## src/rtl/core/sds_pkg.sv

```systemverilog
// Shared types and constants of the SCAN disk scheduler.
// No dependencies; imported by every module of the block.
`default_nettype none

package sds_pkg;

    localparam int DEF_MAX_REQUESTS = 16;
    localparam int DEF_TRACK_BITS   = 16;

    // Width of the running head movement total.
    localparam int MOVE_W = 21;

    // Configuration register indexes.
    localparam int REG_IDX_W = 2;
    localparam logic [REG_IDX_W-1:0] REG_HEAD_TRACK = 2'd0;
    localparam logic [REG_IDX_W-1:0] REG_LOW_END    = 2'd1;
    localparam logic [REG_IDX_W-1:0] REG_HIGH_END   = 2'd2;

    // Front to back handoff: a finished, sorted batch waits in the front.
    typedef struct packed {
        logic valid;
        logic dropped;
    } handoff_ctl_t;

endpackage

`default_nettype wire

```

## src/rtl/core/sds_front.sv

```systemverilog
// Front end: accepts track requests into an insertion-sorting cell chain.
// Depends on sds_pkg.
`default_nettype none

module sds_front
    import sds_pkg::*;
#(
    parameter int MAX_REQUESTS = DEF_MAX_REQUESTS,
    parameter int TRACK_BITS   = DEF_TRACK_BITS,
    localparam int CNTW        = $clog2(MAX_REQUESTS + 1)
)
(
    input  wire logic                                    clk,
    input  wire logic                                    rst_n,
    input  wire logic                                    push,
    input  wire logic [TRACK_BITS-1:0]                   track,
    input  wire logic                                    last_request,
    input  wire logic [TRACK_BITS-1:0]                   head_track,
    input  wire logic                                    take,
    output logic                                         full,
    output handoff_ctl_t                                 ctl,
    output logic [MAX_REQUESTS-1:0][TRACK_BITS-1:0]      chain,
    output logic [CNTW-1:0]                              count,
    output logic [CNTW-1:0]                              lt_count,
    output logic [CNTW-1:0]                              le_count
);

    logic [MAX_REQUESTS-1:0][TRACK_BITS-1:0] chain_reg;
    logic [MAX_REQUESTS-1:0][TRACK_BITS-1:0] chain_next;
    logic [MAX_REQUESTS-1:0]                 keep;
    logic [CNTW-1:0]                         cnt_reg;
    logic [CNTW-1:0]                         lt_reg;
    logic [CNTW-1:0]                         le_reg;
    logic                                    drop_reg;
    logic                                    done_reg;
    logic                                    accept;
    logic                                    store;

    assign accept = push && !done_reg;
    assign store  = accept && (cnt_reg != CNTW'(MAX_REQUESTS));

    // Each cell keeps its value, takes the new track, or takes its left neighbor.
    always_comb
    begin
        for (int i = 0; i < MAX_REQUESTS; i++)
        begin
            keep[i] = (CNTW'(i) < cnt_reg) && (chain_reg[i] <= track);
        end
        for (int i = 0; i < MAX_REQUESTS; i++)
        begin
            if (keep[i])
            begin
                chain_next[i] = chain_reg[i];
            end
            else if (i == 0)
            begin
                chain_next[i] = track;
            end
            else if (keep[i-1])
            begin
                chain_next[i] = track;
            end
            else
            begin
                chain_next[i] = chain_reg[i-1];
            end
        end
    end

    always_ff @(posedge clk)
    begin
        if (store)
        begin
            chain_reg <= chain_next;
        end
    end

    always_ff @(posedge clk or negedge rst_n)
    begin
        if (!rst_n)
        begin
            cnt_reg  <= '0;
            lt_reg   <= '0;
            le_reg   <= '0;
            drop_reg <= 1'b0;
            done_reg <= 1'b0;
        end
        else if (take)
        begin
            cnt_reg  <= '0;
            lt_reg   <= '0;
            le_reg   <= '0;
            drop_reg <= 1'b0;
            done_reg <= 1'b0;
        end
        else if (accept)
        begin
            if (store)
            begin
                cnt_reg <= cnt_reg + CNTW'(1);
                if (track < head_track)
                begin
                    lt_reg <= lt_reg + CNTW'(1);
                end
                if (track <= head_track)
                begin
                    le_reg <= le_reg + CNTW'(1);
                end
            end
            else
            begin
                drop_reg <= 1'b1;
            end
            if (last_request)
            begin
                done_reg <= 1'b1;
            end
        end
    end

    assign full        = done_reg;
    assign ctl.valid   = done_reg;
    assign ctl.dropped = drop_reg;
    assign chain       = chain_reg;
    assign count       = cnt_reg;
    assign lt_count    = lt_reg;
    assign le_count    = le_reg;

endmodule

`default_nettype wire

```

## src/rtl/core/sds_back.sv

```systemverilog
// Back end: merges head and disk ends into the sorted batch, then walks it
// in SCAN order into the result register. Depends on sds_pkg.
`default_nettype none

module sds_back
    import sds_pkg::*;
#(
    parameter int MAX_REQUESTS = DEF_MAX_REQUESTS,
    parameter int TRACK_BITS   = DEF_TRACK_BITS,
    localparam int CNTW        = $clog2(MAX_REQUESTS + 1)
)
(
    input  wire logic                                    clk,
    input  wire logic                                    rst_n,
    input  wire handoff_ctl_t                            ctl,
    input  wire logic [MAX_REQUESTS-1:0][TRACK_BITS-1:0] chain,
    input  wire logic [CNTW-1:0]                         count,
    input  wire logic [CNTW-1:0]                         lt_count,
    input  wire logic [CNTW-1:0]                         le_count,
    input  wire logic [TRACK_BITS-1:0]                   head_track,
    input  wire logic [TRACK_BITS-1:0]                   low_end,
    input  wire logic [TRACK_BITS-1:0]                   high_end,
    input  wire logic                                    pop,
    output logic                                         take,
    output logic                                         empty,
    output logic [TRACK_BITS-1:0]                        position,
    output logic [MOVE_W-1:0]                            movement_total,
    output logic                                         overflow,
    output logic                                         final_res
);

    localparam int LIST_LEN = MAX_REQUESTS + 3;
    localparam int IDXW     = $clog2(LIST_LEN);
    localparam int LENW     = $clog2(LIST_LEN + 1);

    typedef enum logic [3:0] {
        ST_IDLE = 4'b0001,
        ST_INS  = 4'b0010,
        ST_EDGE = 4'b0100,
        ST_EMIT = 4'b1000
    } state_t;

    state_t                                  state_reg, state_next;
    logic [LIST_LEN-1:0][TRACK_BITS-1:0]     list_reg, list_next;
    logic [LIST_LEN-1:0][TRACK_BITS-1:0]     list_ins;
    logic [LIST_LEN-1:0][TRACK_BITS-1:0]     list_load;
    logic [LIST_LEN-1:0]                     keep;
    logic [LENW-1:0]                         len_reg, len_next;
    logic [1:0]                              sub_reg, sub_next;
    logic [CNTW-1:0]                         n_reg, n_next;
    logic [CNTW-1:0]                         lt_reg, lt_next;
    logic [CNTW-1:0]                         le_reg, le_next;
    logic                                    drop_reg, drop_next;
    logic                                    left_reg, left_next;
    logic                                    phase_b_reg, phase_b_next;
    logic [IDXW-1:0]                         idx_reg, idx_next;
    logic [IDXW-1:0]                         hp_reg, hp_next;
    logic [IDXW-1:0]                         remain_reg, remain_next;
    logic                                    first_reg, first_next;
    logic                                    out_v_reg, out_v_next;
    logic [TRACK_BITS-1:0]                   pos_reg;
    logic [MOVE_W-1:0]                       tot_reg;
    logic                                    ovf_reg;
    logic                                    fin_reg;

    logic [TRACK_BITS-1:0]                   ins_val;
    logic [IDXW-1:0]                         rd_idx;
    logic [TRACK_BITS-1:0]                   rd_val;
    logic [IDXW-1:0]                         top;
    logic [IDXW-1:0]                         run_end;
    logic [IDXW-1:0]                         run_start;
    logic [TRACK_BITS-1:0]                   dist_left;
    logic [TRACK_BITS-1:0]                   dist_right;
    logic [TRACK_BITS-1:0]                   diff;
    logic [MOVE_W-1:0]                       total_new;
    logic                                    emit;

    assign top = IDXW'(n_reg) + IDXW'(2);

    always_comb
    begin
        case (sub_reg)
            2'd0:    ins_val = head_track;
            2'd1:    ins_val = low_end;
            default: ins_val = high_end;
        endcase
    end

    // Insert one value into the sorted list, and load the front's chain.
    always_comb
    begin
        for (int i = 0; i < LIST_LEN; i++)
        begin
            keep[i] = (LENW'(i) < len_reg) && (list_reg[i] <= ins_val);
        end
        for (int i = 0; i < LIST_LEN; i++)
        begin
            if (keep[i])
            begin
                list_ins[i] = list_reg[i];
            end
            else if (i == 0)
            begin
                list_ins[i] = ins_val;
            end
            else if (keep[i-1])
            begin
                list_ins[i] = ins_val;
            end
            else
            begin
                list_ins[i] = list_reg[i-1];
            end
            if (i < MAX_REQUESTS)
            begin
                list_load[i] = chain[i];
            end
            else
            begin
                list_load[i] = '0;
            end
        end
    end

    // Last index of the head value below the top, from the front's counts.
    always_comb
    begin
        run_end   = IDXW'(le_reg) + IDXW'(low_end <= head_track)
                  + IDXW'(high_end <= head_track);
        run_start = IDXW'(lt_reg) + IDXW'(low_end < head_track)
                  + IDXW'(high_end < head_track);
        if (run_end < top)
        begin
            hp_next = run_end;
        end
        else if (run_start < top)
        begin
            hp_next = top - IDXW'(1);
        end
        else
        begin
            hp_next = top;
        end
    end

    assign rd_idx     = (state_reg == ST_EDGE) ? top : idx_reg;
    assign rd_val     = list_reg[rd_idx];
    assign dist_left  = head_track - list_reg[0];
    assign dist_right = rd_val - head_track;
    assign diff       = (rd_val > pos_reg) ? (rd_val - pos_reg) : (pos_reg - rd_val);
    assign total_new  = first_reg ? '0 : (tot_reg + MOVE_W'(diff));
    assign emit       = (state_reg == ST_EMIT) && (!out_v_reg || pop);

    always_comb
    begin
        state_next   = state_reg;
        list_next    = list_reg;
        len_next     = len_reg;
        sub_next     = sub_reg;
        n_next       = n_reg;
        lt_next      = lt_reg;
        le_next      = le_reg;
        drop_next    = drop_reg;
        left_next    = left_reg;
        phase_b_next = phase_b_reg;
        idx_next     = idx_reg;
        remain_next  = remain_reg;
        first_next   = first_reg;
        take         = 1'b0;
        case (state_reg)
            ST_IDLE:
            begin
                if (ctl.valid)
                begin
                    take       = 1'b1;
                    list_next  = list_load;
                    len_next   = LENW'(count);
                    n_next     = count;
                    lt_next    = lt_count;
                    le_next    = le_count;
                    drop_next  = ctl.dropped;
                    sub_next   = 2'd0;
                    state_next = ST_INS;
                end
            end
            ST_INS:
            begin
                list_next = list_ins;
                len_next  = len_reg + LENW'(1);
                sub_next  = sub_reg + 2'd1;
                if (sub_reg == 2'd2)
                begin
                    state_next = ST_EDGE;
                end
            end
            ST_EDGE:
            begin
                left_next    = dist_left < dist_right;
                idx_next     = hp_reg;
                phase_b_next = 1'b0;
                remain_next  = top;
                first_next   = 1'b1;
                state_next   = ST_EMIT;
            end
            ST_EMIT:
            begin
                if (emit)
                begin
                    first_next  = 1'b0;
                    remain_next = remain_reg - IDXW'(1);
                    // Downward sweep first when the low end is closer.
                    if (left_reg)
                    begin
                        if (phase_b_reg)
                        begin
                            idx_next = idx_reg + IDXW'(1);
                        end
                        else if (idx_reg == '0)
                        begin
                            phase_b_next = 1'b1;
                            idx_next     = hp_reg + IDXW'(1);
                        end
                        else
                        begin
                            idx_next = idx_reg - IDXW'(1);
                        end
                    end
                    else
                    begin
                        if (phase_b_reg)
                        begin
                            idx_next = idx_reg - IDXW'(1);
                        end
                        else if (idx_reg == top)
                        begin
                            phase_b_next = 1'b1;
                            idx_next     = hp_reg - IDXW'(1);
                        end
                        else
                        begin
                            idx_next = idx_reg + IDXW'(1);
                        end
                    end
                    if (remain_reg == IDXW'(1))
                    begin
                        state_next = ST_IDLE;
                    end
                end
            end
            default:
            begin
                state_next = ST_IDLE;
            end
        endcase
    end

    assign out_v_next = emit ? 1'b1 : (pop ? 1'b0 : out_v_reg);

    always_ff @(posedge clk or negedge rst_n)
    begin
        if (!rst_n)
        begin
            state_reg <= ST_IDLE;
            out_v_reg <= 1'b0;
        end
        else
        begin
            state_reg <= state_next;
            out_v_reg <= out_v_next;
        end
    end

    always_ff @(posedge clk)
    begin
        list_reg    <= list_next;
        len_reg     <= len_next;
        sub_reg     <= sub_next;
        n_reg       <= n_next;
        lt_reg      <= lt_next;
        le_reg      <= le_next;
        drop_reg    <= drop_next;
        left_reg    <= left_next;
        phase_b_reg <= phase_b_next;
        idx_reg     <= idx_next;
        remain_reg  <= remain_next;
        first_reg   <= first_next;
        if (state_reg == ST_INS)
        begin
            hp_reg <= hp_next;
        end
        if (emit)
        begin
            pos_reg <= rd_val;
            tot_reg <= total_new;
            ovf_reg <= drop_reg;
            fin_reg <= (remain_reg == IDXW'(1));
        end
    end

    assign empty          = !out_v_reg;
    assign position       = pos_reg;
    assign movement_total = tot_reg;
    assign overflow       = ovf_reg;
    assign final_res      = fin_reg;

endmodule

`default_nettype wire

```

## src/rtl/core/scan_disk_scheduler_unit.sv

```systemverilog
// Top level of the SCAN disk scheduler: configuration registers, front and back.
// Depends on sds_pkg, sds_front and sds_back.
`default_nettype none

// Usage:
// - Input queue: drive track and last_request, raise push; a request is taken
//   at a clock edge with push high and full low. Requests stream in at one per
//   cycle while full is low; a batch ends with the request marked last_request.
// - Each request enters a sorted cell chain as it arrives. Requests beyond
//   MAX_REQUESTS are dropped and the batch's results carry overflow.
// - Once the batch is complete, full stays high until the back end takes it.
//   Then the back end merges head_track, low_end and high_end into the list,
//   one after another, and then chooses the sweep direction.
// - Result queue: while empty is low, position, movement_total, overflow and
//   final_res show the oldest result; pop takes it. A batch of n stored
//   requests gives n+2 results at up to one per cycle, the first once the
//   sweep direction is chosen; final_res marks the last.
// - A stalled receiver holds the back end; the front keeps taking requests
//   of the next batch meanwhile, until that batch is complete.
// - Reset clears both queues and loads head 0, low end 0, high end 65535.
//   Write registers (wr_en, wr_index, wr_data) only while no batch is pending.

module scan_disk_scheduler_unit
    import sds_pkg::*;
#(
    parameter int MAX_REQUESTS = DEF_MAX_REQUESTS,
    parameter int TRACK_BITS   = DEF_TRACK_BITS
)
(
    input  wire logic                  clk,
    input  wire logic                  rst_n,
    input  wire logic                  wr_en,
    input  wire logic [REG_IDX_W-1:0]  wr_index,
    input  wire logic [TRACK_BITS-1:0] wr_data,
    input  wire logic                  push,
    output logic                       full,
    input  wire logic [TRACK_BITS-1:0] track,
    input  wire logic                  last_request,
    output logic                       empty,
    input  wire logic                  pop,
    output logic [TRACK_BITS-1:0]      position,
    output logic [MOVE_W-1:0]          movement_total,
    output logic                       overflow,
    output logic                       final_res
);

    localparam int CNTW = $clog2(MAX_REQUESTS + 1);

    logic [TRACK_BITS-1:0]                   head_reg;
    logic [TRACK_BITS-1:0]                   low_reg;
    logic [TRACK_BITS-1:0]                   high_reg;
    handoff_ctl_t                            ctl;
    logic                                    take;
    logic [MAX_REQUESTS-1:0][TRACK_BITS-1:0] chain;
    logic [CNTW-1:0]                         count;
    logic [CNTW-1:0]                         lt_count;
    logic [CNTW-1:0]                         le_count;

    // Configuration registers; writes to an unused index are dropped.
    always_ff @(posedge clk or negedge rst_n)
    begin
        if (!rst_n)
        begin
            head_reg <= '0;
            low_reg  <= '0;
            high_reg <= TRACK_BITS'(32'hFFFF);
        end
        else if (wr_en)
        begin
            case (wr_index)
                REG_HEAD_TRACK: head_reg <= wr_data;
                REG_LOW_END:    low_reg  <= wr_data;
                REG_HIGH_END:   high_reg <= wr_data;
                default:        ;
            endcase
        end
    end

    sds_front #(
        .MAX_REQUESTS (MAX_REQUESTS),
        .TRACK_BITS   (TRACK_BITS)
    ) u_front (
        .clk          (clk),
        .rst_n        (rst_n),
        .push         (push),
        .track        (track),
        .last_request (last_request),
        .head_track   (head_reg),
        .take         (take),
        .full         (full),
        .ctl          (ctl),
        .chain        (chain),
        .count        (count),
        .lt_count     (lt_count),
        .le_count     (le_count)
    );

    sds_back #(
        .MAX_REQUESTS (MAX_REQUESTS),
        .TRACK_BITS   (TRACK_BITS)
    ) u_back (
        .clk            (clk),
        .rst_n          (rst_n),
        .ctl            (ctl),
        .chain          (chain),
        .count          (count),
        .lt_count       (lt_count),
        .le_count       (le_count),
        .head_track     (head_reg),
        .low_end        (low_reg),
        .high_end       (high_reg),
        .pop            (pop),
        .take           (take),
        .empty          (empty),
        .position       (position),
        .movement_total (movement_total),
        .overflow       (overflow),
        .final_res      (final_res)
    );

endmodule

`default_nettype wire
```

## config.mk

```make
export PLATFORM = sky130hd
export DESIGN_NAME = scan_disk_scheduler_unit
export DESIGN_NICKNAME = d
export VERILOG_FILES = /design/src/rtl/core/sds_pkg.sv /design/src/rtl/core/sds_front.sv /design/src/rtl/core/sds_back.sv /design/src/rtl/core/scan_disk_scheduler_unit.sv
export SDC_FILE = /design/constraint.sdc
export NUM_CORES = 2
export LEC_CHECK = 0
export BUFFER_PORTS_ARGS = -buffer_cell sky130_fd_sc_hd__buf_2
export CORE_MARGIN = 2
export CORE_UTILIZATION = 59
export DETAILED_ROUTE_END_ITERATION = 12
export PLACE_DENSITY = 0.74
export SYNTH_ARGS = -nofsm -noshare
export SYNTH_HDL_FRONTEND = slang
export SYNTH_SLANG_ARGS = --single-unit
```

## constraint.sdc

```tcl
create_clock -name clk -period 6.7 [get_ports clk]
set_clock_uncertainty 0.05 [all_clocks]
set_input_delay 0.67 -clock clk [delete_from_list [all_inputs] [get_ports clk]]
set_output_delay 0.67 -clock clk [all_outputs]
set_load 0.02 [all_outputs]
```

# == Word level (Yosys, flattened, before mapping) ==
# Cells that the tools add are included.
# op_classes
bitwise_logic,16
reduce_logical,99
n_eq_ne,35
n_lt_le_gt_ge,81
n_mux,109
add_sub_neg,21
# op_table
op,count
16-bit 2-to-1 mux,54
16-bit <= comparator,38
304-bit case mux with 2 select lines,1
304-bit 2-to-1 mux,1
5-bit 2-to-1 mux,22
16-bit binary-select mux with 5-bit select,1
"4-bit by 5-bit less-than comparator with 1-bit output, first input constant",16
16-bit less-than comparator,4
16-bit subtractor,4
3-bit AND reduction,21
2-bit AND reduction,25
"2-bit != test, second input constant",22
"3-bit by 5-bit less-than comparator with 1-bit output, first input constant",8
1-bit logical AND,38
16-bit case mux with 2 select lines,1
"5-bit by 1-bit adder with 5-bit output, second input constant",6
5-bit case mux with 2 select lines,3
21-bit by 16-bit adder with 21-bit output,1
5-bit by 1-bit adder with 5-bit output,4
"1-bit by 5-bit less-than comparator with 1-bit output, first input constant",4
"2-bit by 5-bit less-than comparator with 1-bit output, first input constant",4
"5-bit by 1-bit subtractor with 5-bit output, second input constant",4
1-bit 2-to-1 mux,17
16-bit greater-than comparator,1
other kinds (27),61
# totals
in_bits,40
output_inout_bits,41
word_cells,422
register_bits,710

# == Longest topological paths before layout ==
# logic_depth
word_depth,7
ltp_mapped,28
mapped_depth_nobuf,25

# == By module ==
# From an unflattened synthesis, not the netlist that was laid out.
# unflattened
cells_unflattened,5125
area_unflattened_um2,54412.2
# by_module_without_submodules
module,n_inst,seq_area_each_um2,area_each_um2,cells_each
sds_back,1,11657.4,34788.4,3628
sds_front,1,8112.8,17788.3,1395
scan_disk_scheduler_unit,1,1221.2,1835.5,102

# == Least setup slack after synthesis ==
# OpenSTA, ideal clock, no wires.
# synth_path
kind,register -> register
startpoint,register u_back.state_reg[1]
endpoint,"register u_back.tot_reg[15] (netlist: u_back.movement_total[15]), data pin"
arrival_ps,6577
setup_time_ps,266
setup_slack_ps,-193
t_required_ps,6384
synth_period_minus_slack_ps,6893
path_stages_with_launch,29
n_path_buf,6
path_cell_list,dfrtp_1 > nor4b_4 > mux2i_1 > buf_2 > buf_4 > buf_2 > mux4_2 > mux2i_1 > nand2_1 > a32o_1 > ha_1 > clkbuf_1 > nand4_1 > a211oi_1 > o41ai_1 > a2bb2oi_1 > buf_2 > buf_2 > mux2i_1 > xor2_1 > ha_1 > o21ai_0 > o21ai_0 > a311oi_1 > nor2_1 > or3_1 > a21oi_1 > xor2_1 > nor2_1
# synth_between
elab_chain_cells,7
word_cells_on_any_way,9
classes_between,add/sub: 3; order compare: 1; eq/ne: 1; mux: 4
# synth_rtl
element,line,source
from (decl),sds_back.sv:43,"state_t state_reg, state_next;"
from (signal assigned),sds_back.sv:268,state_reg <= state_next;
4-bit by 3-bit equality test with 1-bit output *,sds_back.sv:146,assign rd_idx = (state_reg == ST_EDGE) ? top : idx_reg;
5-bit 2-to-1 mux *,sds_back.sv:146,
16-bit binary-select mux with 5-bit select *,sds_back.sv:147,assign rd_val = list_reg[rd_idx];
16-bit 2-to-1 mux (not written as such) *,sds_back.sv:147,
via u_back.rd_val[8],sds_back.sv:68,logic [TRACK_BITS-1:0] rd_val;
16-bit subtractor / 16-bit greater-than comparator (equally long branches),sds_back.sv:150,assign diff = (rd_val > pos_reg) ? (rd_val - pos_reg) : (pos_reg - rd_val);
16-bit 2-to-1 mux *,sds_back.sv:150,
21-bit by 16-bit adder with 21-bit output *,sds_back.sv:151,assign total_new = first_reg ? '0 : (tot_reg + MOVE_W'(diff));
to (signal assigned),sds_back.sv:294,tot_reg <= total_new;
to (decl),sds_back.sv:62,logic [MOVE_W-1:0] tot_reg;
# Mark *: on every way through the listed nets, which the timed path passes. The rest lies on a longest branch. The select of a mux whose other input is x is not followed.
# A chain may end at the register's enable or synchronous reset.

# == Worst setup path after layout ==
# layout_path
startpoint,register u_back.state_reg[1]
endpoint,"register u_back.tot_reg[15] (netlist: u_back.movement_total[15]), data pin"
# layout_between
elab_chain_cells,7
word_cells_on_any_way,9
classes_between,add/sub: 3; order compare: 1; eq/ne: 1; mux: 4
# layout_rtl
element,line
4-bit by 3-bit equality test with 1-bit output *,sds_back.sv:146
5-bit 2-to-1 mux *,sds_back.sv:146
16-bit binary-select mux with 5-bit select *,sds_back.sv:147
16-bit 2-to-1 mux (not written as such) *,sds_back.sv:147
16-bit subtractor / 16-bit greater-than comparator (equally long branches),sds_back.sv:150
16-bit 2-to-1 mux *,sds_back.sv:150
21-bit by 16-bit adder with 21-bit output *,sds_back.sv:151
# Every way passes the cells marked *; elsewhere a longest branch is shown, timed or not. The select of a mux whose other input is x is not followed.

==> flow_summary.json <==
{
  "status": "finished, violations left",
  "violations": "negative setup slack",
  "yosysSeqAreaShare_pct": 37.99,
  "syn-cell-area_um2": 55260,
  "largest_register_ff_count": 304,
  "cp_data_arrival_time_ns": 7.15,
  "critical_path_class": "flop to flop",
  "min_period_over_period_pct": 101.8,
  "startpoint_type": "flop",
  "grt_pass1_wl_um": 325400,
  "vdd_drop_max_uv": 306.8,
  "dp.cells": 6750,
  "cp_slowest_cell": "or3_4",
  "syn_nets": 6161,
  "clk_pin_slew_ns": 0.06,
  "drt_pre_antenna_iters": 9,
  "layout_commonest_cell": "ha_1",
  "gp_congestion": 1.063,
  "num_rows": 112,
  "die_h_um": 310.0,
  "die_w_um": 310.0,
  "tightest_slew_ns": 1.363,
  "antenna_found_initial": 25,
  "critPathTopFamily": "compound AO/OA/AOI/OAI gates",
  "synth-seq-cells": 710,
  "cts_made_buffers": 83,
  "final_antenna_net_count": 0,
  "crit_start": "u_back.state_reg[1]",
  "fin_cells": 6944,
  "ys_warn_count": 0,
  "syn_to_final_growth_pct": 12.83,
  "dieArea_um2": 96120,
  "tritoncts": "yes",
  "fill_cells": 7416,
  "drive_gt1_share_pct": 17.93,
  "crit_buf_inv": 8,
  "preCtsSetupSlack_ns": -0.3041,
  "insertion_delay_ns": 0.70,
  "cts_num_sinks": 710,
  "critPathMaxFanout": 7,
  "cp.required_ns": 7.03,
  "drv_cap": 0,
  "ys_async_sr_fraction_pct": 9.859,
  "dr_total_vias": 49780,
  "drcViolationCount": 0,
  "syn_avg_cell_area_um2": 10.26,
  "r2r_start": "u_back.state_reg[1]",
  "vias_per_cell": 7.169,
  "pin_count": 81,
  "synthFlopType": "edfxtp_1",
  "h-tree-depth": 3,
  "syn_inst": 5387,
  "p_leak_nw": 25.75,
  "rsz0062_at_grt": "true",
  "fmax_mhz": 146.6,
  "slew_violations": 0,
  "core_um2": 93050,
  "first_iter_violations": 7271,
  "critPathCaptureType": "flop",
  "finalCriticalPeriod_ns": 6.821,
  "track_usage_pct": 47.47,
  "cp_common_cell": "buf_12",
  "wl_um": 230800,
  "synth_cell_types": 83,
  "setup_violations": 4,
  "final_nets": 6389,
  "final_hold_viol_count": 0,
  "clk_path_buf_depth": 3,
  "gr-total-overflow": 0,
  "hold_class": "input pin to async pin",
  "grt_max_degree": 191,
  "start_util_pct": 59.38,
  "synth_edf_count": 640,
  "seq_area_um2": 20990,
  "cts-root-buf": "clkbuf_16",
  "layout_common_cells": "ha_1 (714), edfxtp_1 (640), nand2_1 (585)",
  "multi_input_area_um2": 32880,
  "grt_pass1_vias": 47190,
  "wl_per_cell_um": 33.23,
  "fin_ws_ns": -0.1213,
  "p_per_area_nw_per_um2": 557.2,
  "slowest_delay_ns": 0.42,
  "portBuffers": 80,
  "slew_headroom_pct": 9.128,
  "hpwl_um": 168500
}
through the flow:
stage	hold WS, ns	TNS, ns	instance area (um2)	total power [mW]	utilization (%)
detailed placement	0.4197	-1.614	58820	28.54	63.21
CTS	0.1056	0	62080	33.52	66.72
finish	0.06367	-0.2414	62350	34.74	67.00
global placement	0.4073	-0.5918	58820	28.13	63.21
global route	0.1546	-2.002	62330	36.29	66.99
floorplan	0.3244	0	55270	20.74	-
repair_timing:
item                       in CTS  in global routing
setup endpoints to repair       8                 10
pin swaps                      25                 32
buffers inserted               20                  9
hold buffers                    0                  0
gates resized for setup        48                 35
cloned                          5                  0
worst reg2reg max path, delay by kind of cell, from the launching register on:
family / cells / cell delay, ns
AO/OA/AOI/OAI: 8 / 1.70
AND/OR/NAND/NOR: 6 / 1.26
buffers and inverters: 8 / 1.16
multiplexers: 3 / 0.84
adder cells (fa/ha/maj): 3 / 0.81
flip-flops: 1 / 0.40
XOR/XNOR: 2 / 0.31
synthesized netlist by cell type, types with 24 or more instances:
cell        n  area [um2]
dfrtp_1    53        1326
nand2_1   586        2200
o21a_1     89       668.1
a31oi_1    36       225.2
nand2b_1   33       206.5
nor2b_1    64       400.4
ha_1      727        9096
buf_2      39       195.2
o311ai_0  165        1445
mux4_2     60        1351
o21ai_0   405        2027
nor2_1    195       732.0
xnor2_1    45       394.1
inv_1     172       645.6
mux2i_1   225        2252
nand4_1   121       757.0
clkbuf_1  245       919.6
nand3_1   207        1036
buf_1      26       97.59
a21o_1    158        1186
a221o_1    35       350.3
o31ai_1    24       180.2
mux2_2    232        2613
a21oi_1   273        1366
a211oi_1   35       262.8
nor3_1     87       435.4
edfxtp_1  640       19220
xor2_1     42       367.9
power by group:
part	switching [mW]	internal, mW	total [mW]	leakage, nW
registers	2.86	7.31	10.2	6.83
clock network	1.97	2.72	4.69	1.33
logic	11.8	8.06	19.9	17.6
total	16.6	18.1	34.7	25.8
kinds of logic (layout without fill, tap and decap cells):
logic type               after synthesis  after routing  share of synthesized area (%)
buffers and inverters                499            794                          3.485
multiplexers                         517            517                          11.25
AND/OR/NAND/NOR                     1406           1406                          11.86
other                                  0              8                              0
XOR/XNOR                              88             88                          1.422
AO/OA/AOI/OAI                       1433           1433                          17.28
flip-flops                           710            710                          37.99
adder cells (fa/ha/maj)              734            734                          16.72
final cells by class:
class / instances / share of cell area (%)
antenna: 8 / 0.03211
clock buffer: 109 / 3.640
inverter: 188 / 1.140
clock inverter: 43 / 0.6823
sequential: 710 / 33.67
multi-input combinational: 4178 / 52.73
tap: 1254 / 2.517
timing repair buffer: 454 / 5.591
worst paths after layout:
| check | slack [ns] | endpoint | depth (start not counted) |
|---|---|---|---|
| hold / removal | 0.06 | u_back.state_reg[3] | 1 |
| setup reg to reg | -0.12 | u_back.movement_total[15] | 30 |
| min in group clk | 0.18 | u_front.full | 2 |
| max in group asynchronous | 5.83 | low_reg[11] | 1 |
| setup / recovery | -0.12 | u_back.movement_total[15] | 30 |
| hold reg to reg | 0.44 | u_back.lt_reg[4] | 0 |
layer usage:
layer / wire length (um) / GRT usage, % / up-vias
li1: - / - / 21250
met2: 94550 / 68.69 / 3830
met3: 33370 / 15.18 / 1059
met1: 80840 / 59.06 / 23610
met4: 21850 / 36.16 / 26
met5: 171 / 0 / -
(Power assumes the default switching activity.)
